<file path="config.mk">
export PLATFORM = sky130hd
export DESIGN_NAME = ddgp_front
export DESIGN_NICKNAME = d
export VERILOG_FILES = /design/src/rtl/core/ddgp_pkg.sv /design/src/rtl/core/ddgp_front.sv
export SDC_FILE = /design/constraint.sdc
export NUM_CORES = 1
export LEC_CHECK = 0
export BUFFER_PORTS_ARGS = -buffer_cell sky130_fd_sc_hd__buf_4
export CORE_ASPECT_RATIO = 0.7
export CORE_MARGIN = 2
export CORE_UTILIZATION = 55
export CTS_BUF_LIST = sky130_fd_sc_hd__clkbuf_2
export CTS_CLUSTER_DIAMETER = 200
export DETAILED_ROUTE_END_ITERATION = 10
export PLACE_DENSITY_LB_ADDON = 0.3
export SLEW_MARGIN = 20
export SYNTH_ARGS = -nofsm -noshare
export SYNTH_HDL_FRONTEND = slang
export SYNTH_SLANG_ARGS = --single-unit
</file>
<file path="constraint.sdc">
create_clock -name i_clk -period 7.85 [get_ports i_clk]
set_clock_uncertainty 0.15 [all_clocks]
set_input_delay 0 -clock i_clk [delete_from_list [all_inputs] [get_ports i_clk]]
set_output_delay 0 -clock i_clk [all_outputs]
set_load 0.01 [all_outputs]
</file>
<file path="src/rtl/core/ddgp_pkg.sv">
// Shared constants, types and table functions for the go-to-point steering block.
// No dependencies; used by ddgp_front, ddgp_queue, ddgp_back and diff_drive_goto_point.
`default_nettype none
package ddgp_pkg;

    // Default sizes for the top-level parameters
    localparam int COORD_WIDTH_DEF   = 10;
    localparam int ANGLE_WIDTH_DEF   = 16;
    localparam int CORDIC_STAGES_DEF = 16;

    // Fixed field widths
    localparam int INDEX_W   = 4;
    localparam int HEADING_W = 15;
    localparam int SPEED_W   = 8;
    localparam int CRUISE_W  = 7;
    localparam int GAIN_W    = 10;

    // Configuration port
    localparam int CFG_IDX_W  = 2;
    localparam int CFG_DATA_W = 10;
    localparam logic [CFG_IDX_W-1:0] CFG_CRUISE = 2'd0;
    localparam logic [CFG_IDX_W-1:0] CFG_GAIN   = 2'd1;
    localparam logic [CRUISE_W-1:0]  CRUISE_RST = 7'd127;
    localparam logic [GAIN_W-1:0]    GAIN_RST   = 10'd200;

    // Arithmetic constants
    localparam int GUARD_BITS  = 8;
    localparam int TWO_PI_W    = 27;
    localparam logic [TWO_PI_W-1:0] TWO_PI_Q24 = 27'd105414357;
    localparam int SPEED_LIMIT = 127;
    localparam int QUEUE_DEPTH = 4;

    // Heading conversion: a turn is 5760 sixteenths = 45 * 2^7
    localparam int HEAD_TURN  = 5760;
    localparam int HEAD_DIV   = 45;
    localparam int HEAD_SHIFT = 7;
    localparam int HEAD_RECIP = 23302;   // ceil(2^20 / 45), exact for h < 5760
    localparam int HEAD_RSH   = 20;

    typedef struct packed {
        logic [CRUISE_W-1:0] cruise;
        logic [GAIN_W-1:0]   gain;
    } t_cfg;

    // Width of one front-to-back queue entry
    function automatic int item_width(input int cw, input int aw);
        return INDEX_W + 2 * (cw + 1) + aw + 1;
    endfunction

    // atan(2^-i) in units of 2^-32 turn
    function automatic longint unsigned atan_turn32(input int i);
        case (i)
            0:       return 64'd536870912;
            1:       return 64'd316933406;
            2:       return 64'd167458907;
            3:       return 64'd85004756;
            4:       return 64'd42667331;
            5:       return 64'd21354465;
            6:       return 64'd10679838;
            7:       return 64'd5340245;
            8:       return 64'd2670163;
            9:       return 64'd1335087;
            10:      return 64'd667544;
            11:      return 64'd333772;
            12:      return 64'd166886;
            13:      return 64'd83443;
            14:      return 64'd41721;
            15:      return 64'd20860;
            16:      return 64'd10430;
            17:      return 64'd5215;
            18:      return 64'd2607;
            19:      return 64'd1303;
            20:      return 64'd651;
            21:      return 64'd325;
            22:      return 64'd162;
            default: return 64'd81;
        endcase
    endfunction

    // Stage angle rounded to aw-bit binary angle
    function automatic longint unsigned stage_angle(input int i, input int aw);
        return (atan_turn32(i) + (64'd1 << (31 - aw))) >> (32 - aw);
    endfunction

    // Fractional part of the heading conversion for remainder k of h / 45
    function automatic int unsigned head_frac(input int unsigned k, input int aw);
        return ((k << (aw - HEAD_SHIFT)) + 22) / HEAD_DIV;
    endfunction

endpackage
`default_nettype wire

</file>
<file path="src/rtl/core/ddgp_front.sv">
// Front end: accepts a pose item, forms the offset, target flag and binary-angle heading.
// Depends on ddgp_pkg; feeds ddgp_queue.
`default_nettype none
module ddgp_front #(
    parameter int COORD_WIDTH = ddgp_pkg::COORD_WIDTH_DEF,
    parameter int ANGLE_WIDTH = ddgp_pkg::ANGLE_WIDTH_DEF
) (
    input  wire logic                                i_clk,
    input  wire logic                                i_rst_n,
    input  wire logic                                i_valid,
    output logic                                     o_stall,
    input  wire logic [ddgp_pkg::INDEX_W-1:0]        i_robot_index,
    input  wire logic [COORD_WIDTH-1:0]              i_robot_x,
    input  wire logic [COORD_WIDTH-1:0]              i_robot_y,
    input  wire logic signed [ddgp_pkg::HEADING_W-1:0] i_robot_heading,
    input  wire logic [COORD_WIDTH-1:0]              i_target_x,
    input  wire logic [COORD_WIDTH-1:0]              i_target_y,
    output logic                                     o_valid,
    output logic [ddgp_pkg::item_width(COORD_WIDTH, ANGLE_WIDTH)-1:0] o_item,
    input  wire logic                                i_full
);
    import ddgp_pkg::*;

    localparam int CW = COORD_WIDTH;
    localparam int AW = ANGLE_WIDTH;
    localparam int UW = 17;
    localparam int HW = 13;

    typedef struct packed {
        logic [INDEX_W-1:0] idx;
        logic signed [CW:0] dx;
        logic signed [CW:0] dy;
        logic [AW-1:0]      hba;
        logic               at;
    } t_item;

    // Stage 1 registers
    logic               r_v1;
    logic [INDEX_W-1:0] r_idx1;
    logic signed [CW:0] r_dx1;
    logic signed [CW:0] r_dy1;
    logic               r_at1;
    logic [HW-1:0]      r_hm1;
    // Stage 2 registers
    logic               r_v2;
    t_item              r_item2;

    logic          adv1;
    logic          adv2;
    logic [UW-1:0] hu;
    logic [HW-1:0] n_hm;
    logic [26:0]   prod;
    logic [6:0]    qh;
    logic [HW-1:0] qh45;
    logic [5:0]    rh;
    logic [AW-1:0] frac;
    t_item         n_item;

    assign adv2    = !r_v2 || !i_full;
    assign adv1    = !r_v1 || adv2;
    assign o_stall = !adv1;
    assign o_valid = r_v2;
    assign o_item  = r_item2;

    // Heading modulo one turn: offset to positive, then pick the multiple of a turn
    always_comb begin
        hu = {{(UW-HEADING_W){i_robot_heading[HEADING_W-1]}}, i_robot_heading}
             + UW'(3 * HEAD_TURN);
        if (hu >= UW'(5 * HEAD_TURN)) begin
            n_hm = HW'(hu - UW'(5 * HEAD_TURN));
        end else if (hu >= UW'(4 * HEAD_TURN)) begin
            n_hm = HW'(hu - UW'(4 * HEAD_TURN));
        end else if (hu >= UW'(3 * HEAD_TURN)) begin
            n_hm = HW'(hu - UW'(3 * HEAD_TURN));
        end else if (hu >= UW'(2 * HEAD_TURN)) begin
            n_hm = HW'(hu - UW'(2 * HEAD_TURN));
        end else if (hu >= UW'(HEAD_TURN)) begin
            n_hm = HW'(hu - UW'(HEAD_TURN));
        end else begin
            n_hm = HW'(hu);
        end
    end

    // Binary angle = (h/45) * 2^(AW-7) + rounded fraction of the remainder
    always_comb begin
        prod = 27'(r_hm1) * 27'(HEAD_RECIP);
        qh   = prod[HEAD_RSH+6:HEAD_RSH];
        qh45 = HW'(qh) * HW'(HEAD_DIV);
        rh   = 6'(r_hm1 - qh45);
        frac = '0;
        for (int k = 0; k < HEAD_DIV; k++) begin
            if (rh == 6'(k)) begin
                frac = AW'(head_frac(k, AW));
            end
        end
        n_item.idx = r_idx1;
        n_item.dx  = r_dx1;
        n_item.dy  = r_dy1;
        n_item.at  = r_at1;
        n_item.hba = {qh, {(AW-HEAD_SHIFT){1'b0}}} + frac;
    end

    // Valid bits
    always_ff @(posedge i_clk) begin
        if (!i_rst_n) begin
            r_v1 <= 1'b0;
            r_v2 <= 1'b0;
        end else begin
            if (adv1) begin
                r_v1 <= i_valid;
            end
            if (adv2) begin
                r_v2 <= r_v1;
            end
        end
    end

    // Payload
    always_ff @(posedge i_clk) begin
        if (adv1) begin
            r_idx1 <= i_robot_index;
            r_dx1  <= $signed({1'b0, i_target_x}) - $signed({1'b0, i_robot_x});
            r_dy1  <= $signed({1'b0, i_target_y}) - $signed({1'b0, i_robot_y});
            r_at1  <= (i_target_x == i_robot_x) && (i_target_y == i_robot_y);
            r_hm1  <= n_hm;
        end
        if (adv2) begin
            r_item2 <= n_item;
        end
    end

endmodule
`default_nettype wire

</file>
Yosys cells after proc, flatten, opt, wreduce, memory -nomap -nowiden
Cells that the tools add are included.
{ "word_totals": {"register_bits": 85, "in_bits": 63, "output_inout_bits": 45} }
{ "classes": {"addsub": 10, "n_mul": 2, "n_lt_le_gt_ge": 5, "eq_ne": 46, "muxes": 49, "n_reduce_logical": 7} }
{ "ops": {"columns": ["cell", "count"], "rows": [
  ["2-to-1 mux 16 bit", 43],
  ["== test 6 x 5 -> 1 bit, second input constant", 16],
  ["== test 6 bit, second input constant", 13],
  ["2-to-1 mux 13 bit", 5],
  ["greater-or-equal comparator 17 x 15 -> 1 bit, second input constant", 3],
  ["== test 6 x 4 -> 1 bit, second input constant", 8],
  ["subtractor 13 bit, second input constant", 3],
  ["multiplier 13 x 14 -> 26 bit, second input constant", 1],
  ["== test 6 x 3 -> 1 bit, second input constant", 4],
  ["subtractor 10 x 10 -> 11 bit", 2],
  ["== test 10 bit", 2],
  ["adder 15 x 16 -> 17 bit, second input constant", 1],
  ["greater-or-equal comparator 17 x 13 -> 1 bit, second input constant", 1],
  ["greater-or-equal comparator 17 x 14 -> 1 bit, second input constant", 1],
  ["adder 16 bit", 1],
  ["subtractor 13 x 10 -> 13 bit, second input constant", 1],
  ["subtractor 13 x 12 -> 13 bit, second input constant", 1],
  ["== test 6 x 2 -> 1 bit, second input constant", 2],
  ["multiplier 7 x 6 -> 6 bit, second input constant", 1],
  ["== test 6 x 1 -> 1 bit, second input constant", 1],
  ["subtractor 6 bit", 1],
  ["zero test 1 bit", 4],
  ["2-to-1 mux 4 bit", 1],
  ["logical OR 1 bit", 2],
  ["logical AND 1 bit", 1]
]} }

Logic depth before layout (Yosys ltp)
{ "logic_depth": {"word_depth": 49, "mapped_depth": 32} }

Worst setup path before layout
No wires, ideal clock.
{ "synth_timing": {"kind": "reg-to-reg", "start": "reg r_hm1[2]", "end": "reg r_item2 (netlist bit o_item[5]), data pin", "setup_time_ns": 0.255, "t_arrival_ns": 7.351, "required_ns": 7.445, "setup_slack_ns": 0.094, "path_stages_with_launch": 31, "path_buffers": 0, "synth_period_minus_slack_ns": 7.756, "cell_sequence": "edfxtp_1 inv_1 ha_1 inv_1 fa_1 fa_1 fa_1 inv_1 fa_1 inv_1 ha_1 a211oi_1 nand2_1 a2111oi_2 o21ai_2 a21oi_2 o21bai_1 xor2_1 ha_1 ha_1 fa_1 ha_1 inv_1 ha_1 a21oi_1 nand2_1 xnor2_1 xnor3_2 xnor2_1 a211o_1 a31o_1"} }
{ "synth_between": {"elab_chain_len": 49} }
{ "synth_lines": {"columns": ["item", "line", "rtl"], "rows": [
  ["start: declaration", "ddgp_front.sv:43", "logic [HW-1:0] r_hm1;"],
  ["start signal: assignment", "ddgp_front.sv:125", "r_hm1 <= n_hm;"],
  ["multiplier 13 x 14 -> 26 bit", "ddgp_front.sv:86", "prod = 27'(r_hm1) * 27'(HEAD_RECIP);"],
  ["multiplier 7 x 6 -> 6 bit", "ddgp_front.sv:88", "qh45 = HW'(qh) * HW'(HEAD_DIV);"],
  ["subtractor 6 bit (*)", "ddgp_front.sv:89", "rh = 6'(r_hm1 - qh45);"],
  ["== test 6 x 1 -> 1 bit", "ddgp_front.sv:92", "if (rh == 6'(k)) begin"],
  ["2-to-1 mux 4 bit", "ddgp_front.sv:92", null],
  ["2-to-1 mux 16 bit (42 in a row)", "ddgp_front.sv:92", null],
  ["2-to-1 mux 16 bit (*)", "ddgp_front.sv:92", null],
  ["adder 16 bit (*)", "ddgp_front.sv:100", "n_item.hba = {qh, {(AW-HEAD_SHIFT){1'b0}}} + frac;"],
  ["end signal: assignment", "ddgp_front.sv:128", "r_item2 <= n_item;"],
  ["end: declaration", "ddgp_front.sv:46", "t_item r_item2;"]
]} }
Every way passes the cells marked *; elsewhere a longest branch is shown, timed or not.
A chain may end at the register's enable or synchronous reset.

Worst setup path after layout
{ "layout_timing": {"start": "reg r_hm1[6]", "end": "reg r_item2 (netlist bit o_item[5]), data pin"} }
{ "layout_between": {"elab_chain_len": 49} }
{ "layout_lines": {"columns": ["item", "line"], "rows": [
  ["multiplier 13 x 14 -> 26 bit (*)", "ddgp_front.sv:86"],
  ["multiplier 7 x 6 -> 6 bit (*)", "ddgp_front.sv:88"],
  ["subtractor 6 bit (*)", "ddgp_front.sv:89"],
  ["== test 6 x 1 -> 1 bit", "ddgp_front.sv:92"],
  ["2-to-1 mux 4 bit", "ddgp_front.sv:92"],
  ["2-to-1 mux 16 bit (42 in a row)", "ddgp_front.sv:92"],
  ["2-to-1 mux 16 bit (*)", "ddgp_front.sv:92"],
  ["adder 16 bit (*)", "ddgp_front.sv:100"]
]} }
Marked as above.

==> flow_metrics.py <==
metrics = {
    "worst_setup_path": {
        "start_kind": "flop",
        "reg2reg_slack_ns": 0.05,
        "cp_common_cell": "ha_4",
        "timing.rr.start": "r_hm1[6]",
        "r2r_cells": 30,
        "reg2reg_to": "o_item[5]",
        "required_ns": 8.08,
        "crit_arrival_ns": 8.02,
        "crit_type": "reg2reg",
        "critPathMaxStageDelay_ns": 0.60,
        "cp-end-kind": "flop",
        "slowest_stage": "edfxtp_1",
        "path_max_fanout": 5,
    },
    "detailed_routing": {
        "ant_nets": 0,
        "vias_per_cell": 5.485,
        "num_vias": 6735,
        "first_pass_iters": 5,
        "drt_drc_violations_left": 0,
        "routed_wl_mm": 20.87,
        "first_iter_violations": 403,
        "wl_per_cell_microns": 16.99,
    },
    "yosys": {
        "ys_types": 64,
        "netlist_instances": 786,
        "ys_seq_elements": 85,
        "postSynthAreaPerCell_sq_um": 10.11,
        "syn_nets": 1026,
        "synth_ff_type": "edfxtp_1",
        "synth_edf_count": 83,
        "syn_area_sq_um": 7948,
        "seq_area_frac_synth_pct": 31.86,
        "synth_warnings": 0,
        "async_flop_share_pct": 0,
    },
    "worst_hold_path": {
        "holdPathStages": 5,
        "min_from": "i_robot_heading[13]",
        "min_path_type": "in2reg",
        "min_to": "r_hm1[10]",
    },
    "die": {
        "ios": 108,
        "die-area_sq_um": 15440,
        "coreArea_sq_um": 14010,
        "die_w_microns": 147.7,
        "die_h_microns": 104.6,
        "initial_utilization_pct": 56.73,
        "placementRows": 36,
    },
    "global_routing": {
        "grt_max_degree": 44,
        "globalRouteOverflowTotal": 0,
        "track_usage_pct": 26.81,
        "antenna_found_initial": 0,
        "grt_pass1_wl_mm": 32.92,
        "grt_pass1_vias": 6723,
    },
    "cts": {
        "cts_max_level": 3,
        "cts_root_buf": "clkbuf_2",
        "clock_path_buffers": 2,
        "cts_tree": "built",
        "clock_sinks": 85,
        "clk_latency_ns": 0.58,
        "clkTransAtPathRegs_ns": 0.26,
        "numCtsBuffers": 9,
    },
    "sta": {
        "worst_slew_pin_slew_ns": 1.035,
        "slew_violations": 0,
        "fin_ws_ns": 0.05392,
        "finalHoldViolCount": 0,
        "fin_crit_ns": 7.796,
        "min_period_over_period_pct": 99.31,
        "rsz0062_at_grt": "true",
        "slew_headroom_pct": 30.73,
        "finalSetupViolations": 0,
        "max_clock_freq_mhz": 128.3,
    },
    "place": {
        "place_hpwl_mm": 13.38,
        "io_buffers": 107,
        "post-place-cells": 1097,
        "place_worst_setup_slack_ns": -0.1038,
        "placed_area_sq_um": 9173,
        "gp_congestion": 0.9538,
    },
    "final_layout": {
        "drive_gt1_share_pct": 20.15,
        "nNetsFinal": 1272,
        "regArea_sq_um": 2532,
        "multi_input_area_sq_um": 4990,
        "area.growth.synth_to_final_pct": 34.60,
        "layout_common_cells": "147 x inv_1, 144 x buf_4, 118 x ha_1",
        "fillers": 872,
        "finalNonFillerCells": 1228,
        "design_area_sq_um": 10700,
        "mostFrequentLayoutCell": "inv_1",
    },
    "run_status": {
        "status": "complete, no violations",
    },
    "flow_run": {
        "drv_cap": 0,
    },
}
==> sequential cells by signal, summed over array words and instances (netlist names) <==
register  cells
o_item       43
r_v1          1
o_valid       1
r_at1         1
r_dy1        11
r_dx1        11
r_idx1        4
r_hm1        13
==> logic make-up (layout without fill, tap and decap cells) <==
| kind of cell | Yosys count | count (layout) | share of synthesized area [%] |
|---|---|---|---|
| compound gates | 152 | 152 | 12.61 |
| xor+xnor | 51 | 51 | 5.809 |
| fa+ha+maj | 179 | 179 | 32.37 |
| buf+inv | 172 | 423 | 8.281 |
| flops | 85 | 85 | 31.86 |
| mux | 2 | 2 | 0.2676 |
| other cells | 0 | 1 | 0 |
| simple gates | 145 | 145 | 8.800 |
==> metal layers <==
metal / track usage [%] / vias up / wire length [microns] / share of wire, %
li1: - / 3206 / - / -
met1: 34.82 / 3234 / 8822 / 42
met2: 45.18 / 250 / 10270 / 49
met3: 5.808 / 45 / 1254 / 6.0
met4: 8.036 / 0 / 518 / 2.5
met5: 0 / - / 0 / 0
==> critical path, delay by kind of cell (launching register included) <==
family	cells	cell delay, ns
AO/OA/AOI/OAI	8	1.58
XOR/XNOR	3	0.79
adder cells (fa/ha/maj)	11	3.86
flip-flops	1	0.60
buffers and inverters	5	0.25
AND/OR/NAND/NOR	3	0.36
==> how the worst max path moves through the flow <==
stage                        start        end  slack (ns)  cells after the start
after global placement    r_hm1[6]  o_item[5]        0.09                     30
after CTS                 r_hm1[6]  o_item[5]        0.02                     28
final                     r_hm1[6]  o_item[5]        0.05                     30
after detailed placement  r_hm1[6]  o_item[5]       -0.10                     30
after global routing      r_hm1[6]  o_item[5]       -0.25                     30
after floorplan           r_hm1[2]  o_item[5]        0.09                     30
==> metrics by stage <==
stage	util [%]	hold WS [ns]	TNS, ns
finish	76.37	0.06627	0
global route	76.35	0.04236	-1.151
CTS	74.28	0.01319	0
detailed placement	65.48	0.02950	-0.1624
global placement	65.48	0.02865	0
floorplan	-	-0.05113	0
==> cells in the mapped netlist (8+ instances only) <==
master    count  share of area [%]
a21oi_1      33                2.1
nand2_1      35                1.7
nor2b_1      11               0.87
nor3_1       13               0.82
ha_1        132                 21
nand2b_1      8               0.63
nor2_1       39                1.8
xnor2_1      36                4.0
clkbuf_1     16               0.76
a31oi_1       9               0.71
xor2_1       14                1.5
fa_1         45                 11
nand3_1      14               0.88
a21o_1       10               0.94
inv_1       152                7.2
edfxtp_1     83                 31
o21ai_0      29                1.8
==> timing repair <==
| item | in CTS | in global routing |
|---|---|---|
| hold buffers | 106 | 0 |
| pin swaps | 1 | 27 |
| endpoints found under the hold margin | 82 | 0 |
| setup endpoints to repair | 7 | 9 |
| resized for setup | 3 | 35 |
| setup buffers | 0 | 6 |
| gates cloned | 0 | 2 |
==> layout make-up <==
class                      count  area share (%)
timing repair buffer         254           20.65
sequential                    85           23.67
tap                          190           2.222
antenna                        1         0.02339
multi-input combinational    529           46.64
clock inverter                 7          0.9941
clock buffer                   9          0.4211
inverter                     153           5.368
Power is left out: the tool's default activity adds up to more than one toggle a clock period on the data nets, which glitch-free logic cannot reach.
