**config.mk**
```make
export PLATFORM = sky130hd
export DESIGN_NAME = ddgp_queue
export DESIGN_NICKNAME = d
export VERILOG_FILES = /design/src/rtl/core/ddgp_pkg.sv /design/src/rtl/core/ddgp_queue.sv
export SDC_FILE = /design/constraint.sdc
export NUM_CORES = 1
export LEC_CHECK = 0
export ABC_AREA = 1
export BUFFER_PORTS_ARGS = -buffer_cell sky130_fd_sc_hd__clkbuf_2
export CORE_ASPECT_RATIO = 1.75
export CORE_MARGIN = 2
export CORE_UTILIZATION = 41
export CTS_CLUSTER_SIZE = 40
export DETAILED_ROUTE_END_ITERATION = 12
export GPL_TIMING_DRIVEN = 1
export PLACE_DENSITY = 0.59
export SLEW_MARGIN = 20
export SYNTH_ARGS = -nofsm -noshare
export SYNTH_HDL_FRONTEND = slang
export SYNTH_SLANG_ARGS = --single-unit
```
**constraint.sdc**
```tcl
create_clock -name i_clk -period 3.3 [get_ports i_clk]
set_input_delay 0 -clock i_clk [delete_from_list [all_inputs] [get_ports i_clk]]
set_output_delay 0 -clock i_clk [all_outputs]
set_load 0.1 [all_outputs]
```
**src/rtl/core/ddgp_pkg.sv**
```systemverilog
// Shared constants, types and table functions for the go-to-point steering block.
// No dependencies; used by ddgp_front, ddgp_queue, ddgp_back and diff_drive_goto_point.
`default_nettype none
package ddgp_pkg;

    // Default sizes for the top-level parameters
    localparam int COORD_WIDTH_DEF   = 10;
    localparam int ANGLE_WIDTH_DEF   = 16;
    localparam int CORDIC_STAGES_DEF = 16;

    // Fixed field widths
    localparam int INDEX_W   = 4;
    localparam int HEADING_W = 15;
    localparam int SPEED_W   = 8;
    localparam int CRUISE_W  = 7;
    localparam int GAIN_W    = 10;

    // Configuration port
    localparam int CFG_IDX_W  = 2;
    localparam int CFG_DATA_W = 10;
    localparam logic [CFG_IDX_W-1:0] CFG_CRUISE = 2'd0;
    localparam logic [CFG_IDX_W-1:0] CFG_GAIN   = 2'd1;
    localparam logic [CRUISE_W-1:0]  CRUISE_RST = 7'd127;
    localparam logic [GAIN_W-1:0]    GAIN_RST   = 10'd200;

    // Arithmetic constants
    localparam int GUARD_BITS  = 8;
    localparam int TWO_PI_W    = 27;
    localparam logic [TWO_PI_W-1:0] TWO_PI_Q24 = 27'd105414357;
    localparam int SPEED_LIMIT = 127;
    localparam int QUEUE_DEPTH = 4;

    // Heading conversion: a turn is 5760 sixteenths = 45 * 2^7
    localparam int HEAD_TURN  = 5760;
    localparam int HEAD_DIV   = 45;
    localparam int HEAD_SHIFT = 7;
    localparam int HEAD_RECIP = 23302;   // ceil(2^20 / 45), exact for h < 5760
    localparam int HEAD_RSH   = 20;

    typedef struct packed {
        logic [CRUISE_W-1:0] cruise;
        logic [GAIN_W-1:0]   gain;
    } t_cfg;

    // Width of one front-to-back queue entry
    function automatic int item_width(input int cw, input int aw);
        return INDEX_W + 2 * (cw + 1) + aw + 1;
    endfunction

    // atan(2^-i) in units of 2^-32 turn
    function automatic longint unsigned atan_turn32(input int i);
        case (i)
            0:       return 64'd536870912;
            1:       return 64'd316933406;
            2:       return 64'd167458907;
            3:       return 64'd85004756;
            4:       return 64'd42667331;
            5:       return 64'd21354465;
            6:       return 64'd10679838;
            7:       return 64'd5340245;
            8:       return 64'd2670163;
            9:       return 64'd1335087;
            10:      return 64'd667544;
            11:      return 64'd333772;
            12:      return 64'd166886;
            13:      return 64'd83443;
            14:      return 64'd41721;
            15:      return 64'd20860;
            16:      return 64'd10430;
            17:      return 64'd5215;
            18:      return 64'd2607;
            19:      return 64'd1303;
            20:      return 64'd651;
            21:      return 64'd325;
            22:      return 64'd162;
            default: return 64'd81;
        endcase
    endfunction

    // Stage angle rounded to aw-bit binary angle
    function automatic longint unsigned stage_angle(input int i, input int aw);
        return (atan_turn32(i) + (64'd1 << (31 - aw))) >> (32 - aw);
    endfunction

    // Fractional part of the heading conversion for remainder k of h / 45
    function automatic int unsigned head_frac(input int unsigned k, input int aw);
        return ((k << (aw - HEAD_SHIFT)) + 22) / HEAD_DIV;
    endfunction

endpackage
`default_nettype wire

```
**src/rtl/core/ddgp_queue.sv**
```systemverilog
// Short register queue between the front and back ends.
// Depends on ddgp_pkg for its depth.
`default_nettype none
module ddgp_queue #(
    parameter int DATA_W = 32
) (
    input  wire logic              i_clk,
    input  wire logic              i_rst_n,
    input  wire logic              i_push,
    input  wire logic [DATA_W-1:0] i_data,
    output logic                   o_full,
    output logic                   o_valid,
    output logic [DATA_W-1:0]      o_data,
    input  wire logic              i_pop
);
    import ddgp_pkg::*;

    localparam int PW = $clog2(QUEUE_DEPTH);
    localparam int CNT_W = PW + 1;

    logic [DATA_W-1:0] r_mem [0:QUEUE_DEPTH-1];
    logic [PW-1:0]     r_wr;
    logic [PW-1:0]     r_rd;
    logic [CNT_W-1:0]  r_cnt;
    logic              do_push;
    logic              do_pop;

    assign o_full  = (r_cnt == CNT_W'(QUEUE_DEPTH));
    assign o_valid = (r_cnt != '0);
    assign o_data  = r_mem[r_rd];
    assign do_push = i_push && !o_full;
    assign do_pop  = i_pop && o_valid;

    // Pointers and fill count
    always_ff @(posedge i_clk) begin
        if (!i_rst_n) begin
            r_wr  <= '0;
            r_rd  <= '0;
            r_cnt <= '0;
        end else begin
            if (do_push) begin
                r_wr <= r_wr + 1'b1;
            end
            if (do_pop) begin
                r_rd <= r_rd + 1'b1;
            end
            if (do_push && !do_pop) begin
                r_cnt <= r_cnt + 1'b1;
            end else if (do_pop && !do_push) begin
                r_cnt <= r_cnt - 1'b1;
            end
        end
    end

    // Storage
    always_ff @(posedge i_clk) begin
        if (do_push) begin
            r_mem[r_wr] <= i_data;
        end
    end

endmodule
`default_nettype wire

```
* Word level (Yosys, flattened, before mapping)
Memory sizes are Yosys's and may differ from the RTL's. A register that Yosys moved wholly into a read port is not among the register bits.
Cells that the tools add are included.
** Word-level totals
- Register bits :: 7
- RAM bits :: 128
- Bits of input ports :: 36
- Output and inout bits :: 34
- Logic and storage cells :: 24
- Memories kept :: 1
** Memories
- r_mem :: depth 4, bits a word 32, rd ports 1, clocked after memory_dff 1, write ports 1, line ddgp_queue.sv:21 : logic [DATA_W-1:0] r_mem [0:QUEUE_DEPTH-1];
** Operators by class
- $add $sub $neg :: 4
- Equality and inequality tests :: 1
- Muxes and demuxes :: 6
- Reduce and logical (&&, ||, !) cells :: 9
** Operators with widths (count)
- $mux W3 :: 2
- $add A2 B1 Y2 const B :: 2
- $logic_and A1 B1 Y1 :: 4
- $mux W2 :: 2
- $add A3 B1 Y3 const B :: 1
- $eq A3 B3 Y1 const B :: 1
- $logic_not A1 Y1 :: 3
- $reduce_bool A3 Y1 :: 1
- $sub A3 B1 Y3 const B :: 1
- $mux W1 :: 2
- $reduce_bool A2 Y1 :: 1

* Depth between registers and ports, before layout
Gate-level depths: netlist (run 1).
- Depth after elaboration :: 7
- Depth in mapped cells :: 13
- Mapped depth without buffers :: 13

* Worst setup path before layout (run 1)
Ideal clock, no wire load.
- Path type :: reg2reg
- Start point :: register r_cnt[0]
- End point :: memory r_mem[1][0], enable pin
- Setup time :: 0.421 ns
- Arrival :: 1.993 ns
- Required time :: 2.879 ns
- Slack :: 0.886 ns
- Stages on the path, launching flop included :: 5
- Path buffers :: 0
- Clock period less this slack :: 2.414 ns
- Path through :: dfxtp_1 nor2_2 nand2_1 nand2_2 nor2_1
** On the way
- Cells in the longest elaborated chain, start to end :: 5
** RTL lines
- start, declared :: line ddgp_queue.sv:24 : logic [CNT_W-1:0] r_cnt;
- start signal, assigned :: line ddgp_queue.sv:48 : r_cnt <= r_cnt + 1'b1;
- start signal, assigned :: line ddgp_queue.sv:50 : r_cnt <= r_cnt - 1'b1;
- $eq A3 B3 Y1 :: line ddgp_queue.sv:28 : assign o_full = (r_cnt == CNT_W'(QUEUE_DEPTH));
- $logic_not A1 Y1 :: line ddgp_queue.sv:31 : assign do_push = i_push && !o_full;
- $logic_and A1 B1 Y1 :: line ddgp_queue.sv:31
- $mux W1 :: line ddgp_queue.sv:57 : if (do_push) begin
- $mux W1 (implied by the code) :: line ddgp_queue.sv:58 : r_mem[r_wr] <= i_data;
- end, declared :: line ddgp_queue.sv:21
Every way passes these cells.

==> metrics, run 1 <==
Critical Path End Type=output pin; CTS root buf=clkbuf_16; 1st-iter DRT viols=approximately 230; CP startpoint kind=flip-flop; post-synthesis compound-gate area fraction=0.1026; Port Buf Inserts=around 70; largest net degree at the start of global routing=between 60 and 70; post-synthesis sequential element count=about 140; Reg2Reg Depth=13; # clock sinks=about 140; YS warnings=0; CTS Buffer Depth=2; Max Clock Freq=between 300 and 400 MHz; Hold WC Path Type=input pin to flip-flop; Fillers=around 1100; Post-CTS Setup Bufs=0; RePlAce Congestion=0.7519; routed len/inst=between 15 and 20 um; number of buffers created by CTS=17; Pins Over Slew Limit=0; Cell Pwr Density=between 900 and 1000 nW/um^2; Starting Density=0.4213; Clk pin slew, worst setup/hold paths=roughly 0.05 ns; Reg-to-Reg Start=r_cnt[0]; DR vias=roughly 3300; Sw Ratio=0.4420; Ports=70; die area=between 10000 and 15000 sq um; Final Util=0.5310; DIE HEIGHT=between 150 and 200 um; most frequent cells in the layout=edfxtp_1, nor2_1, clkbuf_2; Core Footprint=around 12000 sq um; reg2reg end=r_cnt[2]; # setup viols final=0; Worst EP required=3.30 ns; Avg Inst Size Synth=approximately 14 sq um; setup TNS=0 ns; worst slew pin tran=0.9299 ns; Leak=2.426 nW; vias per cell=4.877; commonest non-fill, non-tap cell in the layout=edfxtp_1; Hold Path Origin=i_data[30]; sequential power share=0.344; clock share of power=0.264; share of cells above drive strength 1=0.2156; CTS tree=done; DRT Pass-1 Iters=4; worst hold path depth=2; clock skew=between 0.009 and 0.01 ns; RSZ-0062 raised after global routing=false; final hold viol count=0; Tmin final=~2.5 ns; critical path arrival=roughly 2.5 ns; Final period util=0.7662; H-tree depth=4; Worst-Skew Late Latency=around 0.4 ns; DRC Markers=0; Sequential Area=about 4000 sq um; worst vdd ir=0.7083 mV; Synth Area in XOR/XNOR=0.001663; Synth Cell Area=between 5000 and 6000 sq um; Area Overhead vs Synth=26.04%; Post-Syn Instances=378; P_sw=0.002866 W; synthesized net count=420; crit path max fanout=48; Post-Synth Simple-Gate Area=0.07246; first-pass GRT wire length=~16000 um; standard-cell rows=54; Ant. Diodes=0; internal reg-to-reg setup slack=between 1 and 1.5 ns; initial antenna violation count=0; status=complete, no violations; vias in the first global route=3182; final WL=roughly 10000 um; max-cap viol count=0; area of the multi-input gates=roughly 1000 sq um; DP HPWL=approximately 5900 um; WS Path Type=flip-flop to output pin; Yosys cell types=22; Resize count post-CTS=0; GRT Resource Usage Total=0.1577; Post-Synth Adder-Cell Area=0.01568; largest family of logic cells by synthesized area=compound AO/OA/AOI/OAI gates; final layout net count=530; Int Power=about 0.0036 W; Hold EP=r_mem[1][30]; sequential area share after synthesis=0.7641; Max-slew headroom=0.3800; DIE WIDTH=about 90 um; Routed Antenna Nets=0; grt total ovfl=0; Logic pwr share=0.391; mux cell area share after synthesis=0
how the worst max path moves through the flow:
stage | startpoint | endpoint | slack, ns | depth (start not counted)
2_1_floorplan | r_cnt[0] | r_mem[1][0] | 0.89 | 4
3_3_place_gp | flip-flop | o_data[2] | 1.20 | 4
3_5_place_dp | flip-flop | o_data[2] | 1.16 | 4
4_1_cts | flip-flop | o_data[2] | 0.72 | 4
5_1_grt | flip-flop | o_data[5] | 0.62 | 4
6_report | flip-flop | o_data[3] | 0.77 | 4
power groups by stage:
stage,Clock [W],Combinational [W],Sequential [W]
2_1_floorplan,0,0.00220,0.00221
3_3_place_gp,0,0.00250,0.00226
3_5_place_dp,0,0.00253,0.00227
4_1_cts,0.00175,0.00256,0.00224
5_1_grt,0.00183,0.00267,0.00225
6_report,0.00171,0.00254,0.00223
per-stage QoR:
| stage | std cells | total power [W] | hold slack [ns] | instance area, sq um | setup slack [ns] |
|---|---|---|---|---|---|
| 2_1_floorplan | 378 | 0.004408 | 0.09887 | 5266 | 0.8863 |
| 3_3_place_gp | 602 | 0.004762 | 0.2150 | 5741 | 1.204 |
| 3_5_place_dp | 602 | 0.004795 | 0.2216 | 5741 | 1.158 |
| 4_1_cts | 669 | 0.006547 | 0.3460 | 6638 | 0.7225 |
| 5_1_grt | 669 | 0.006755 | 0.3622 | 6638 | 0.6219 |
| 6_report | 669 | 0.006485 | 0.3560 | 6638 | 0.7715 |
layout make-up:
cell class | count | share of cell area
Sequential cell | 137 | 0.6064
Multi-Input combinational cell | 205 | 0.1572
Timing Repair Buffer | 110 | 0.1116
Clock buffer | 22 | 0.06692
Tap cell | 168 | 0.03167
Clock inverter | 10 | 0.01546
Inverter | 17 | 0.01074
cell families (layout without fill, tap and decap cells):
kind of cell	Yosys count	after routing
adders and majority gates	6	6
buffers and inverters	36	159
DFF	137	137
AOI/OAI and AO/OA	100	100
xor gates and xnor gates	1	1
and+or+nand+nor	98	98
cell usage after synthesis:
cell | instances | area share
a21oi_1 | 3 | 0.0029
buf_2 | 6 | 0.0057
buf_4 | 3 | 0.0043
buf_6 | 9 | 0.019
clkbuf_1 | 1 | 0.00071
dfxtp_1 | 9 | 0.034
edfxtp_1 | 128 | 0.73
fa_1 | 1 | 0.0038
ha_1 | 5 | 0.012
inv_1 | 15 | 0.011
inv_2 | 1 | 0.00071
inv_8 | 1 | 0.0021
nand2_1 | 14 | 0.010
nand2_2 | 1 | 0.0012
nand3_1 | 4 | 0.0038
nand3b_1 | 1 | 0.0014
nor2_1 | 77 | 0.055
nor2_2 | 1 | 0.0012
o21ai_0 | 37 | 0.035
o21ai_1 | 28 | 0.027
o22ai_1 | 32 | 0.038
xor2_1 | 1 | 0.0017
worst max-delay path: stages, from the launching register on:
cell,delay (ns)
dfxtp_2,0.93
buf_4,0.35
o21ai_0,0.11
o22ai_1,0.22
clkbuf_2,0.49
registers in the layout, indices dropped and copies added, names as in the netlist, named ones only:
signal	cells
r_wr	2
r_cnt	3
r_rd	2
r_mem	128
what timing repair did:
| action | in CTS | in global routing |
|---|---|---|
| endpoints found under the hold margin | 137 | 0 |
| hold buffers | 35 | 0 |
| endpoints found under the setup margin | 0 | 0 |
metal layers:
| layer | track usage | share of wire | vias up |
|---|---|---|---|
| li1 | - | - | 1608 |
| met1 | 0.1795 | 0.40 | 1565 |
| met4 | 0.05970 | 0.015 | 0 |
| met5 | 0 | 0 | - |
| met2 | 0.2707 | 0.54 | 76 |
| met3 | 0.04777 | 0.041 | 14 |
No activity file was read; power rests on OpenSTA's default activity.
==> run 2, diff against run 1 <==
==> constraint.sdc (replaced) <==
create_clock -name i_clk -period 2.4 [get_ports i_clk]
set_input_delay 0 -clock i_clk [delete_from_list [all_inputs] [get_ports i_clk]]
set_output_delay 0 -clock i_clk [all_outputs]
set_load 0.1 [all_outputs]
==> metrics, run 2 (synthesized netlist as in run 1, its figures left out) <==
status=complete, no violations (unchanged); clock skew=0.006307 ns (was 0.009269 ns); critical path arrival=2.24 ns (was 2.53 ns); grt total ovfl=0 (unchanged); Area Overhead vs Synth=37.30% (was 26.04%); Core Footprint=12500 sq um (unchanged); Clk pin slew, worst setup/hold paths=0.05 ns (about the same); Ant. Diodes=0 (unchanged); Largest Register=r_mem (unchanged); Max Clock Freq=about 450 MHz; cells along the critical path=buf_4 -> o21ai_0 -> o22ai_1 -> buf_12 (was buf_4 -> o21ai_0 -> o22ai_1 -> clkbuf_2); DP HPWL=6203 um (was 5906 um); CP startpoint kind=flip-flop (unchanged); RSZ-0062 raised after global routing=false (unchanged); Critical Path Max Stage Delay=0.82 ns (was 0.93 ns); Leak=2.652 nW (was 2.426 nW); first-pass GRT wire length=16820 um (was 15900 um); die area=13800 sq um (unchanged); Largest register FFs=128 (unchanged); DR vias=3357 (was 3263); DRT Pass-1 Iters=4 (unchanged); RePlAce Congestion=0.7468 (was 0.7519); CTS Buffer Depth=2 (unchanged); Regs by FF count=r_mem (128), r_cnt (3) (unchanged); Post-Place Worst Slack=0.3879 ns (was 1.158 ns); H-tree depth=4 (unchanged); Worst path slowest cell=dfxtp_2 (unchanged); setup TNS=0 ns (unchanged); standard-cell rows=54 (unchanged); # setup viols final=0 (unchanged); Port Buf Inserts=69 (unchanged); number of buffers created by CTS=17 (unchanged); Routed Antenna Nets=0 (unchanged); vias per cell=5.003 (was 4.877); CTS tree=done (unchanged); routed len/inst=16.22 um (was 15.12 um); Tmin final=~2.2 ns; CTS root buf=clkbuf_16 (unchanged); Setup WS post-layout=0.1649 ns (was 0.7715 ns); final layout net count=532 (was 530); WS Path Type=flip-flop to output pin (unchanged); worst slew pin tran=0.7594 ns (was 0.9299 ns); Reg-to-Reg Start=r_cnt[1] (was r_cnt[0]); Worst-Skew Late Latency=0.41 ns (was 0.40 ns); Pins Over Slew Limit=0 (unchanged); final WL=10880 um (was 10110 um); Final Util=0.5785 (was 0.5310); vias in the first global route=3393 (was 3182); 1st-iter DRT viols=309 (was 231); largest net degree at the start of global routing=65 (unchanged); Hold Path Origin=i_data[24] (was i_data[30]); DRC Markers=0 (unchanged); crit path max fanout=38 (was 48); Starting Density=0.4213 (unchanged); most frequent cells in the layout=edfxtp_1, nor2_1, o21ai_0, clkbuf_2, dlygate4sd3_1 (was edfxtp_1, nor2_1, clkbuf_2); Critical Path End Type=output pin (unchanged); initial antenna violation count=0 (unchanged); Final period util=0.9313; Max-slew headroom=0.4938 (was 0.3800); GRT Resource Usage Total=0.1662 (was 0.1577); share of cells above drive strength 1=0.2306 (was 0.2156); Ports=70 (unchanged); commonest non-fill, non-tap cell in the layout=edfxtp_1 (unchanged); final hold viol count=0 (unchanged); worst hold path depth=2 (unchanged); Reg2Reg Depth=9 (was 13); worst vdd ir=0.8892 mV (was 0.7083 mV); max-cap viol count=0 (unchanged); DIE WIDTH=89.67 um (unchanged); Cell Pwr Density=1424 nW/um^2 (was 976.9 nW/um^2); Worst EP required=2.40 ns (was 3.30 ns); Hold WC Path Type=input pin to flip-flop (unchanged); DIE HEIGHT=153.9 um (unchanged); # clock sinks=137 (unchanged)
[run 2: layout make-up]
cell class	instances	area [sq um]
inverters	17	71.32
multi-input cells	205	1044
fillers	994	5269
well taps	168	210.2
clock buffers	17	425.4
flip-flops and latches	137	4025
repair buffers	112	1249
clock inverters	15	206.4
[run 2: metrics by stage]
stage	cell area, sq um	std cells	hold slack [ns]	power [W]
floorplan	5266	378	0.09887	0.006062
global placement	6248	604	0.2146	0.007548
detailed placement	6248	604	0.2239	0.007603
CTS	7231	671	0.3397	0.01038
global route	7231	671	0.3581	0.01066
finish	7231	671	0.3560	0.01030
[run 2: path summary, 6_finish.rpt]
path,to,slack [ns]
setup / recovery,o_data[22],0.16
hold / removal,r_mem[1][24],0.36
setup reg to reg,r_cnt[1],0.39
hold reg to reg,r_rd[0],0.51
[run 2: power by group]
| part | switching [W] | internal (W) | total, W |
|---|---|---|---|
| Clock | 0.000914 | 0.00182 | 0.00274 |
| Sequential | 0.000146 | 0.00291 | 0.00306 |
| Combinational | 0.00312 | 0.00139 | 0.00450 |
| Total | 0.00418 | 0.00612 | 0.0103 |
[run 2: critical path: cells and delay by family (launching register included)]
kind            cells  cell delay, ns
compound gates      2            0.47
buf+inv             2            0.53
flops               1            0.82
[run 2: per-layer routing]
layer | share of wire | GRT usage | routed length [um]
met5 | 0 | 0 | 0
met2 | 0.57 | 0.2861 | 6157
met3 | 0.038 | 0.04885 | 413
met1 | 0.39 | 0.1907 | 4199
met4 | 0.010 | 0.06041 | 112
[run 2: timing repair]
action / CTS / global route
hold buffers: 35 / 0
resized for setup: 0 / 0
endpoints found under the setup margin: 0 / 0
setup buffers: 0 / 0
hold endpoints to repair: 137 / 0
