===== src/rtl/core/ddgp_pkg.sv =====
// Shared constants, types and table functions for the go-to-point steering block.
// No dependencies; used by ddgp_front, ddgp_queue, ddgp_back and diff_drive_goto_point.
`default_nettype none
package ddgp_pkg;

    // Default sizes for the top-level parameters
    localparam int COORD_WIDTH_DEF   = 10;
    localparam int ANGLE_WIDTH_DEF   = 16;
    localparam int CORDIC_STAGES_DEF = 16;

    // Fixed field widths
    localparam int INDEX_W   = 4;
    localparam int HEADING_W = 15;
    localparam int SPEED_W   = 8;
    localparam int CRUISE_W  = 7;
    localparam int GAIN_W    = 10;

    // Configuration port
    localparam int CFG_IDX_W  = 2;
    localparam int CFG_DATA_W = 10;
    localparam logic [CFG_IDX_W-1:0] CFG_CRUISE = 2'd0;
    localparam logic [CFG_IDX_W-1:0] CFG_GAIN   = 2'd1;
    localparam logic [CRUISE_W-1:0]  CRUISE_RST = 7'd127;
    localparam logic [GAIN_W-1:0]    GAIN_RST   = 10'd200;

    // Arithmetic constants
    localparam int GUARD_BITS  = 8;
    localparam int TWO_PI_W    = 27;
    localparam logic [TWO_PI_W-1:0] TWO_PI_Q24 = 27'd105414357;
    localparam int SPEED_LIMIT = 127;
    localparam int QUEUE_DEPTH = 4;

    // Heading conversion: a turn is 5760 sixteenths = 45 * 2^7
    localparam int HEAD_TURN  = 5760;
    localparam int HEAD_DIV   = 45;
    localparam int HEAD_SHIFT = 7;
    localparam int HEAD_RECIP = 23302;   // ceil(2^20 / 45), exact for h < 5760
    localparam int HEAD_RSH   = 20;

    typedef struct packed {
        logic [CRUISE_W-1:0] cruise;
        logic [GAIN_W-1:0]   gain;
    } t_cfg;

    // Width of one front-to-back queue entry
    function automatic int item_width(input int cw, input int aw);
        return INDEX_W + 2 * (cw + 1) + aw + 1;
    endfunction

    // atan(2^-i) in units of 2^-32 turn
    function automatic longint unsigned atan_turn32(input int i);
        case (i)
            0:       return 64'd536870912;
            1:       return 64'd316933406;
            2:       return 64'd167458907;
            3:       return 64'd85004756;
            4:       return 64'd42667331;
            5:       return 64'd21354465;
            6:       return 64'd10679838;
            7:       return 64'd5340245;
            8:       return 64'd2670163;
            9:       return 64'd1335087;
            10:      return 64'd667544;
            11:      return 64'd333772;
            12:      return 64'd166886;
            13:      return 64'd83443;
            14:      return 64'd41721;
            15:      return 64'd20860;
            16:      return 64'd10430;
            17:      return 64'd5215;
            18:      return 64'd2607;
            19:      return 64'd1303;
            20:      return 64'd651;
            21:      return 64'd325;
            22:      return 64'd162;
            default: return 64'd81;
        endcase
    endfunction

    // Stage angle rounded to aw-bit binary angle
    function automatic longint unsigned stage_angle(input int i, input int aw);
        return (atan_turn32(i) + (64'd1 << (31 - aw))) >> (32 - aw);
    endfunction

    // Fractional part of the heading conversion for remainder k of h / 45
    function automatic int unsigned head_frac(input int unsigned k, input int aw);
        return ((k << (aw - HEAD_SHIFT)) + 22) / HEAD_DIV;
    endfunction

endpackage
`default_nettype wire


===== src/rtl/core/ddgp_back.sv =====
// Back end: pipelined vectoring CORDIC for the bearing, then heading error and wheel speeds.
// Depends on ddgp_pkg; takes entries from ddgp_queue.
`default_nettype none
module ddgp_back #(
    parameter int COORD_WIDTH   = ddgp_pkg::COORD_WIDTH_DEF,
    parameter int ANGLE_WIDTH   = ddgp_pkg::ANGLE_WIDTH_DEF,
    parameter int CORDIC_STAGES = ddgp_pkg::CORDIC_STAGES_DEF
) (
    input  wire logic                                 i_clk,
    input  wire logic                                 i_rst_n,
    input  wire ddgp_pkg::t_cfg                       i_cfg,
    input  wire logic                                 i_q_valid,
    input  wire logic [ddgp_pkg::item_width(COORD_WIDTH, ANGLE_WIDTH)-1:0] i_q_item,
    output logic                                      o_q_pop,
    output logic                                      o_valid,
    input  wire logic                                 i_stall,
    output logic [ddgp_pkg::INDEX_W-1:0]              o_robot_index_out,
    output logic signed [ddgp_pkg::SPEED_W-1:0]       o_left_speed,
    output logic signed [ddgp_pkg::SPEED_W-1:0]       o_right_speed,
    output logic                                      o_at_target,
    output logic                                      o_reversing
);
    import ddgp_pkg::*;

    localparam int CW = COORD_WIDTH;
    localparam int AW = ANGLE_WIDTH;
    localparam int NS = CORDIC_STAGES;
    localparam int XW = CW + 1 + GUARD_BITS + 2;
    localparam int EGW = AW + GAIN_W + 1;
    localparam int PW = EGW + TWO_PI_W + 1;
    localparam int SH = 24 + AW;
    localparam int QW = PW - SH + 2;

    typedef struct packed {
        logic [INDEX_W-1:0] idx;
        logic signed [CW:0] dx;
        logic signed [CW:0] dy;
        logic [AW-1:0]      hba;
        logic               at;
    } t_item;

    localparam logic signed [AW-1:0] QUARTER  = {2'b01, {(AW-2){1'b0}}};
    localparam logic signed [AW-1:0] NQUARTER = {2'b11, {(AW-2){1'b0}}};
    localparam logic [AW-1:0]        HALF     = {1'b1, {(AW-1){1'b0}}};

    t_item item;
    logic  adv;

    // CORDIC pipeline registers; index 0 is the half-turn pre-rotation
    logic               r_vc  [0:NS];
    logic signed [XW-1:0] r_x [0:NS];
    logic signed [XW-1:0] r_y [0:NS];
    logic [AW-1:0]      r_z   [0:NS];
    logic [AW-1:0]      r_hba [0:NS];
    logic [INDEX_W-1:0] r_idx [0:NS];
    logic               r_at  [0:NS];
    logic signed [XW-1:0] n_x [1:NS];
    logic signed [XW-1:0] n_y [1:NS];
    logic [AW-1:0]      n_z   [1:NS];

    logic signed [XW-1:0] x0;
    logic signed [XW-1:0] y0;

    // Steering stages
    logic               r_v1, r_v2, r_v3;
    logic signed [AW-1:0] r_e1;
    logic signed [SPEED_W-1:0] r_sv1, r_sv2, r_sv3;
    logic               r_rev1, r_rev2, r_rev3;
    logic               r_at1, r_at2, r_at3;
    logic [INDEX_W-1:0] r_idx1, r_idx2, r_idx3;
    logic signed [EGW-1:0] r_eg2;
    logic signed [PW-1:0]  r_p3;

    // Output register
    logic               r_out_v;
    logic [INDEX_W-1:0] r_out_idx;
    logic signed [SPEED_W-1:0] r_out_l;
    logic signed [SPEED_W-1:0] r_out_r;
    logic               r_out_at;
    logic               r_out_rev;

    logic [AW-1:0]        eu;
    logic                 fold;
    logic signed [AW-1:0] n_e;
    logic signed [SPEED_W-1:0] n_sv;
    logic signed [QW-2-1:0] pq;
    logic                 nz;
    logic signed [QW-1:0] fl, fr, ql, qr;

    function automatic logic signed [SPEED_W-1:0] sat(input logic signed [QW-1:0] q);
        if (q > QW'(SPEED_LIMIT)) begin
            return SPEED_W'(SPEED_LIMIT);
        end else if (q < -QW'(SPEED_LIMIT)) begin
            return -SPEED_W'(SPEED_LIMIT);
        end
        return SPEED_W'(q);
    endfunction

    assign item    = t_item'(i_q_item);
    assign adv     = !r_out_v || !i_stall;
    assign o_q_pop = adv;

    assign o_valid           = r_out_v;
    assign o_robot_index_out = r_out_idx;
    assign o_left_speed      = r_out_l;
    assign o_right_speed     = r_out_r;
    assign o_at_target       = r_out_at;
    assign o_reversing       = r_out_rev;

    // Scaled offset for the pre-rotation
    assign x0 = XW'(item.dx) <<< GUARD_BITS;
    assign y0 = XW'(item.dy) <<< GUARD_BITS;

    // CORDIC micro-rotations, one per stage
    always_comb begin
        for (int s = 0; s < NS; s++) begin
            if (!r_y[s][XW-1]) begin
                n_x[s+1] = r_x[s] + (r_y[s] >>> s);
                n_y[s+1] = r_y[s] - (r_x[s] >>> s);
                n_z[s+1] = r_z[s] + AW'(stage_angle(s, AW));
            end else begin
                n_x[s+1] = r_x[s] - (r_y[s] >>> s);
                n_y[s+1] = r_y[s] + (r_x[s] >>> s);
                n_z[s+1] = r_z[s] - AW'(stage_angle(s, AW));
            end
        end
    end

    // Heading error, folded by a half turn when behind the robot
    always_comb begin
        eu   = r_z[NS] - r_hba[NS];
        fold = ($signed(eu) > QUARTER) || ($signed(eu) < NQUARTER);
        n_e  = fold ? $signed(eu ^ HALF) : $signed(eu);
        n_sv = fold ? -$signed({1'b0, i_cfg.cruise}) : $signed({1'b0, i_cfg.cruise});
    end

    // Truncate toward zero: floor part from the shifted product, fix-up on negatives
    always_comb begin
        pq = r_p3[PW-1:SH];
        nz = |r_p3[SH-1:0];
        fl = QW'(r_sv3) + QW'(pq);
        fr = QW'(r_sv3) - QW'(pq) - QW'(nz);
        ql = fl + QW'(fl[QW-1] && nz);
        qr = fr + QW'(fr[QW-1] && nz);
    end

    // Valid bits
    always_ff @(posedge i_clk) begin
        if (!i_rst_n) begin
            for (int s = 0; s <= NS; s++) begin
                r_vc[s] <= 1'b0;
            end
            r_v1    <= 1'b0;
            r_v2    <= 1'b0;
            r_v3    <= 1'b0;
            r_out_v <= 1'b0;
        end else if (adv) begin
            r_vc[0] <= i_q_valid;
            for (int s = 0; s < NS; s++) begin
                r_vc[s+1] <= r_vc[s];
            end
            r_v1    <= r_vc[NS];
            r_v2    <= r_v1;
            r_v3    <= r_v2;
            r_out_v <= r_v3;
        end
    end

    // Payload pipeline
    always_ff @(posedge i_clk) begin
        if (adv) begin
            // pre-rotation
            if (item.dx[CW]) begin
                r_x[0] <= -x0;
                r_y[0] <= -y0;
                r_z[0] <= HALF;
            end else begin
                r_x[0] <= x0;
                r_y[0] <= y0;
                r_z[0] <= '0;
            end
            r_hba[0] <= item.hba;
            r_idx[0] <= item.idx;
            r_at[0]  <= item.at;
            // CORDIC stages
            for (int s = 0; s < NS; s++) begin
                r_x[s+1]   <= n_x[s+1];
                r_y[s+1]   <= n_y[s+1];
                r_z[s+1]   <= n_z[s+1];
                r_hba[s+1] <= r_hba[s];
                r_idx[s+1] <= r_idx[s];
                r_at[s+1]  <= r_at[s];
            end
            // error and base speed
            r_e1   <= n_e;
            r_sv1  <= n_sv;
            r_rev1 <= fold;
            r_at1  <= r_at[NS];
            r_idx1 <= r_idx[NS];
            // error times gain
            r_eg2  <= r_e1 * $signed({1'b0, i_cfg.gain});
            r_sv2  <= r_sv1;
            r_rev2 <= r_rev1;
            r_at2  <= r_at1;
            r_idx2 <= r_idx1;
            // times 2*pi in Q24
            r_p3   <= r_eg2 * $signed({1'b0, TWO_PI_Q24});
            r_sv3  <= r_sv2;
            r_rev3 <= r_rev2;
            r_at3  <= r_at2;
            r_idx3 <= r_idx2;
            // saturated result; robot on target gives zero speeds
            r_out_idx <= r_idx3;
            r_out_at  <= r_at3;
            if (r_at3) begin
                r_out_l   <= '0;
                r_out_r   <= '0;
                r_out_rev <= 1'b0;
            end else begin
                r_out_l   <= sat(ql);
                r_out_r   <= sat(qr);
                r_out_rev <= r_rev3;
            end
        end
    end

endmodule
`default_nettype wire


===== config.mk =====
export PLATFORM = sky130hd
export DESIGN_NAME = ddgp_back
export DESIGN_NICKNAME = d
export VERILOG_FILES = /design/src/rtl/core/ddgp_pkg.sv /design/src/rtl/core/ddgp_back.sv
export SDC_FILE = /design/constraint.sdc
export NUM_CORES = 2
export LEC_CHECK = 0
export ABC_AREA = 0
export BUFFER_PORTS_ARGS = -buffer_cell sky130_fd_sc_hd__buf_2
export CORE_MARGIN = 3
export CORE_UTILIZATION = 50
export DETAILED_ROUTE_END_ITERATION = 8
export GPL_TIMING_DRIVEN = 0
export PLACE_DENSITY = 0.74
export SYNTH_ARGS = -nofsm -noshare
export SYNTH_HDL_FRONTEND = slang
export SYNTH_SLANG_ARGS = --single-unit

===== constraint.sdc =====
create_clock -name i_clk -period 37.4 [get_ports i_clk]
set_input_delay 3.74 -clock i_clk [delete_from_list [all_inputs] [get_ports i_clk]]
set_output_delay 3.74 -clock i_clk [all_outputs]
set_load 0.02 [all_outputs]

Yosys cells after proc, flatten, opt, wreduce, memory -nomap -nowiden
Memories as Yosys holds them, arrays and structs flattened. A register that Yosys moved wholly into a read port is not among the register bits.
Cells that the tools add are included.
Widths: inputs -> output; s select.

operators by class
  add/subtract/negate cells = 136
  $mul = 2
  order comparisons = 6
  multiplexer cells = 127
  bitwise gates (word level) = 21
  reduce and logical (&&, ||, !) cells = 8

operator list
  operator                count
  $add 32x16->32 const B  32
  $mux 32                 32
  $mux 21                 34
  $mux 16                 18
  $sub 16x16->16          17
  $add 16x16->16          16
  $mul 27x28->55 const B  1
  $mux 8                  6
  $add 21x10->21          2
  $add 21x11->21          2
  $add 21x12->21          2
  $add 21x13->21          2
  $add 21x14->21          2
  $add 21x15->21          2
  $add 21x16->21          2
  $add 21x17->21          2
  $add 21x18->21          2
  $add 21x19->21          2
  $add 21x20->21          2
  $add 21x6->21           2
  $add 21x7->21           2
  $add 21x8->21           2
  $add 21x9->21           2
  $neg 19->21             2
  other kinds (36)        112

storage, ports and cells
  flip-flop bits (word level) = 160
  bits in writable memories = 1360
  input port bits = 64
  output and inout bits = 24
  word-level logic and storage cells = 329
  memories kept = 7

memory list
  name         depth  width  rd ports  clocked after Yosys merged registers in  write ports  RTL line         RTL
  r_x          17     21     16        0                                        17           ddgp_back.sv:51  logic signed [XW-1:0] r_x [0:NS];
  r_y          17     21     16        0                                        17           ddgp_back.sv:52  logic signed [XW-1:0] r_y [0:NS];
  r_hba        17     16     17        0                                        17           ddgp_back.sv:54  logic [AW-1:0] r_hba [0:NS];
  r_z          17     16     17        0                                        17           ddgp_back.sv:53  logic [AW-1:0] r_z [0:NS];
  r_idx        17     4      17        1                                        17           ddgp_back.sv:55  logic [INDEX_W-1:0] r_idx [0:NS];
  r_at         17     1      17        1                                        17           ddgp_back.sv:56  logic r_at [0:NS];
  +1 memories  -      -      -         -                                        -            -

Longest topological paths before layout
  depth after elaboration = 10
  gate-level depth with buffers = 29
  mapped depth without buffers = 29

Worst setup path before layout
Ideal clock, no wire load.

  kind = input to output
  start = input i_stall
  end = output o_q_pop
  arrival = 27.533 ns
  data required time = 33.660 ns
  setup slack = 6.127 ns
  cell stages on the path = 3
  buffers on the path = 1
  path through = and2_1 -> clkbuf_1 -> inv_1

between the ends
  word-level cells in the longest chain between the ends = 2

ends and longest elaborated chain
  what                RTL line          RTL
  start: declaration  ddgp_back.sv:16   input wire logic i_stall,
  $logic_not 1->1     ddgp_back.sv:100  assign adv = !r_out_v || !i_stall;
  $logic_or 1x1->1    ddgp_back.sv:100
  end: declaration    ddgp_back.sv:14   output logic o_q_pop,

No other way between the ends.

Final worst setup path
  start = input i_cfg[4] in the netlist's numbering
  end = register r_eg2[25] (data pin)

between the ends
  word-level cells in the longest chain between the ends = 1

ends and longest elaborated chain
  what                    RTL line          RTL
  start: declaration      ddgp_back.sv:11   input wire ddgp_pkg::t_cfg i_cfg,
  $mul 16x11->27          ddgp_back.sv:201  r_eg2 <= r_e1 * $signed({1'b0, i_cfg.gain});
  end signal: assignment  ddgp_back.sv:201
  end: declaration        ddgp_back.sv:71   logic signed [EGW-1:0] r_eg2;

No other way between the ends.
A chain may end at the register's enable or synchronous reset.

==> impl_metrics.py <==
metrics = {
    "final_layout": {
        "regArea_um2": 38000,
        "multiInputGateArea_um2": 52800,
        "drive_gt1_share_pct": 4.83,
        "nNetsFinal": 10529,
        "fillCellCount": 15713,
        "area_growth_syn_to_layout_pct": 9.41,
    },
    "grt": {
        "grt_overflow": 0,
        "grt_max_degree": 142,
        "grt_use_total_pct": 20.9,
        "antenna_found_initial": 10,
        "grt_pass1_wl_um": 330000,
        "grt_pass1_vias": 65022,
    },
    "setup_path": {
        "crit_family": "adder cells",
        "slowest_delay_ns": 0.56,
        "start_kind": "primary input",
        "worstSetupEndpointType": "flip-flop",
        "path_cells": "buf_2 > clkbuf_1 > nand2_1 > fa_1 > inv_1 > fa_1 > inv_1 > fa_1 > inv_1 > fa_1 > fa_1 > ha_1 > a21oi_1 > o21ai_0 > a21oi_1 > o21ai_0 > o21a_1 > a211o_1 > a21oi_1 > xnor2_1",
        "arrival_ns": 9.44,
        "path_buf_inv": 5,
        "r2r_cells": 29,
        "worst_ep_required_time_ns": 37.92,
        "cp_max_fo": 10,
        "critPathMostFrequentCell": "fa_1",
        "cp_slowest_cell": "fa_1",
        "crit_type": "primary input to flip-flop",
        "crit_cells": 20,
    },
    "yosys": {
        "ys_seq_area_share_pct": 40.1,
        "synth-edff-count": 1263,
        "syn_inst": 8628,
        "synth-seq-cells": 1267,
        "async_flop_share_pct": 0,
        "synthFlopType": "edfxtp_1",
        "yosysWarningCount": 0,
        "synth.net_count": 10286,
        "ys_types": 96,
        "syn_avg_cell_area_um2": 11.0,
        "synthesis.area_um2": 94800,
    },
    "placement": {
        "gp_congestion": 0.918,
        "preCtsSetupSlack_ns": 27.70,
        "dp_hpwl_um": 158000,
        "io_buffer_count": 87,
    },
    "drt": {
        "initialDrtViolationCount": 3743,
        "drc_errors": 0,
        "vias": 63923,
        "wl_per_cell_um": 17.6,
        "antenna_left": 0,
        "wirelength_um": 203000,
        "first_pass_iters": 6,
        "viasPerCell": 5.56,
    },
    "clocking": {
        "clkSinkCount": 1267,
        "post_cts_buffers": 0,
        "cts_hold_buf": 0,
        "clockBufferDepth": 3,
        "cts.clk_slew.worst_paths_ns": 0.07,
        "clkLatencyLatePin_ns": 0.83,
        "cts_tree": "yes",
        "cts_max_level": 4,
        "root_buffer": "clkbuf_16",
        "cts_buffers": 143,
        "ctsResizeCount": 0,
    },
    "die": {
        "core_area_um2": 188000,
        "die_x_um": 442,
        "pin_count": 88,
        "die_y_um": 442,
        "dieArea_um2": 195000,
        "fp-row-count": 159,
        "start_util_pct": 50.4,
    },
    "sta": {
        "clock_skew_ns": 0.0746,
        "slew_viol_final": 0,
        "rsz0062_at_grt": "no",
        "finalSetupViolations": 0,
        "max_freq_ghz": 0.112,
        "finalCritPeriodShare_pct": 23.9,
        "max_slew_margin_pct": 25.9,
        "hold_viol_final": 0,
        "period_needed_ns": 8.93,
        "timing.final.ws_setup_ns": 28.47,
        "worst_pin_slew_ns": 1.08,
    },
    "job": {
        "maxCapViolations": 0,
    },
    "outcome": {
        "outcome": "complete, no violations",
    },
    "hold_path": {
        "whs_path_depth": 0,
        "hp-class": "flip-flop to flip-flop",
    },
}
-- registers in the layout (all words and copies together), names as in the netlist, 4 cells and up --
signal / count
r_idx2: 4
r_idx: 68
r_z: 215
r_sv3: 8
r_idx3: 4
r_vc: 17
r_e1: 16
r_y: 265
o_right_speed: 8
r_eg2: 27
o_left_speed: 8
r_sv2: 8
r_p3: 55
r_at: 17
r_sv1: 8
r_hba: 272
r_idx1: 4
r_x: 247
o_robot_index_out: 4
-- path summary, 6_finish.rpt --
kind / start / end / slack [ns]
worst min-delay path: r_at[8]$_DFFE_PN_ / r_at[9]$_DFFE_PN_ / 0.38
worst max-delay path: i_cfg[4] / r_eg2[25]$_DFFE_PN_ / 28.47
worst max register to register: r_p3[31]$_DFFE_PN_ / o_right_speed[1]$_SDFFCE_PP0N_ / 28.88
worst min register to register: r_at[8]$_DFFE_PN_ / r_at[9]$_DFFE_PN_ / 0.38
-- stage by stage --
stage | hold slack, ns | setup TNS [ns] | std cells | util [%] | instance area (µm²)
2_1_floorplan | 0.400 | 0 | 8628 | - | 94800
3_3_place_gp | 0.401 | -481.40 | 11210 | 52.3 | 98400
3_5_place_dp | 0.405 | 0 | 11220 | 52.4 | 98700
4_1_cts | 0.372 | 0 | 11482 | 55.1 | 104000
5_1_grt | 0.383 | 0 | 11486 | 55.1 | 104000
6_report | 0.381 | 0 | 11487 | 55.1 | 104000
-- area by class of cell --
type / instances / share of cell area, %
clock buffers: 156 / 3.50
repair buffers: 98 / 0.690
well taps: 2495 / 3.01
plain buffers: 106 / 0.389
multi-input cells: 6289 / 50.9
clock inverters: 106 / 1.38
inverters: 966 / 3.50
flip-flops and latches: 1267 / 36.6
diodes: 4 / 0.00965
-- logic make-up (layout without fill, tap and decap cells) --
family          after synthesis  count (layout)  synth area share [%]
mux                          50              50                 0.570
simple gates               1999            1999                  10.1
buf+inv                    1072            1432                  4.25
xor+xnor                    971             971                  8.97
compound gates             1675            1675                  11.4
flops                      1267            1267                  40.1
fa+ha+maj                  1594            1594                  24.6
other cells                   0               4                     0
-- synth_stat cells, types with 28 or more instances --
| master | count | area (µm²) |
|---|---|---|
| a211oi_1 | 30 | 225 |
| o31ai_1 | 34 | 255 |
| o21bai_1 | 77 | 578 |
| nand3_1 | 105 | 526 |
| o21ai_0 | 249 | 1250 |
| nor2_1 | 620 | 2330 |
| nor3_1 | 230 | 1150 |
| nand2b_1 | 58 | 363 |
| o21a_1 | 88 | 661 |
| and3_1 | 95 | 594 |
| o41ai_1 | 34 | 298 |
| a31oi_1 | 52 | 325 |
| nor4_1 | 51 | 319 |
| fa_1 | 453 | 9070 |
| xnor2_1 | 640 | 5610 |
| or3_1 | 57 | 357 |
| a21boi_0 | 42 | 315 |
| nor2b_1 | 88 | 551 |
| inv_1 | 964 | 3620 |
| clkbuf_1 | 89 | 334 |
| or4_1 | 28 | 210 |
| and2_1 | 132 | 826 |
| nand2_1 | 433 | 1630 |
| edfxtp_1 | 1263 | 37900 |
| xor2_1 | 330 | 2890 |
| or2_2 | 29 | 181 |
| ha_1 | 1141 | 14300 |
| a21oi_1 | 602 | 3010 |
| mux2_2 | 32 | 360 |
| o211ai_1 | 37 | 278 |
| a21o_1 | 195 | 1460 |
-- cells in the final DEF (no fill, tap or decap), types with 58 or more instances in the layout --
cell type / Yosys / final
a21o_1: 195 / 195
a21oi_1: 602 / 602
and2_1: 132 / 132
and3_1: 95 / 95
buf_2: 1 / 88
clkbuf_1: 89 / 100
clkbuf_16: 0 / 143
edfxtp_1: 1263 / 1263
fa_1: 453 / 453
ha_1: 1141 / 1141
inv_1: 964 / 963
nand2_1: 433 / 433
nand2b_1: 58 / 58
nand3_1: 105 / 105
nor2_1: 620 / 620
nor2b_1: 88 / 88
nor3_1: 230 / 230
o21a_1: 88 / 88
o21ai_0: 249 / 249
o21bai_1: 77 / 77
xnor2_1: 640 / 640
xor2_1: 330 / 330
-- layer usage --
layer,track usage (%),routed length [µm]
met5,0,0
met4,8.72,8490
met3,2.98,8810
met2,37.1,102000
met1,25.3,83500
Power is not shown: default switching activity piles up to over one toggle a cycle in this logic, so the estimate is an artifact.
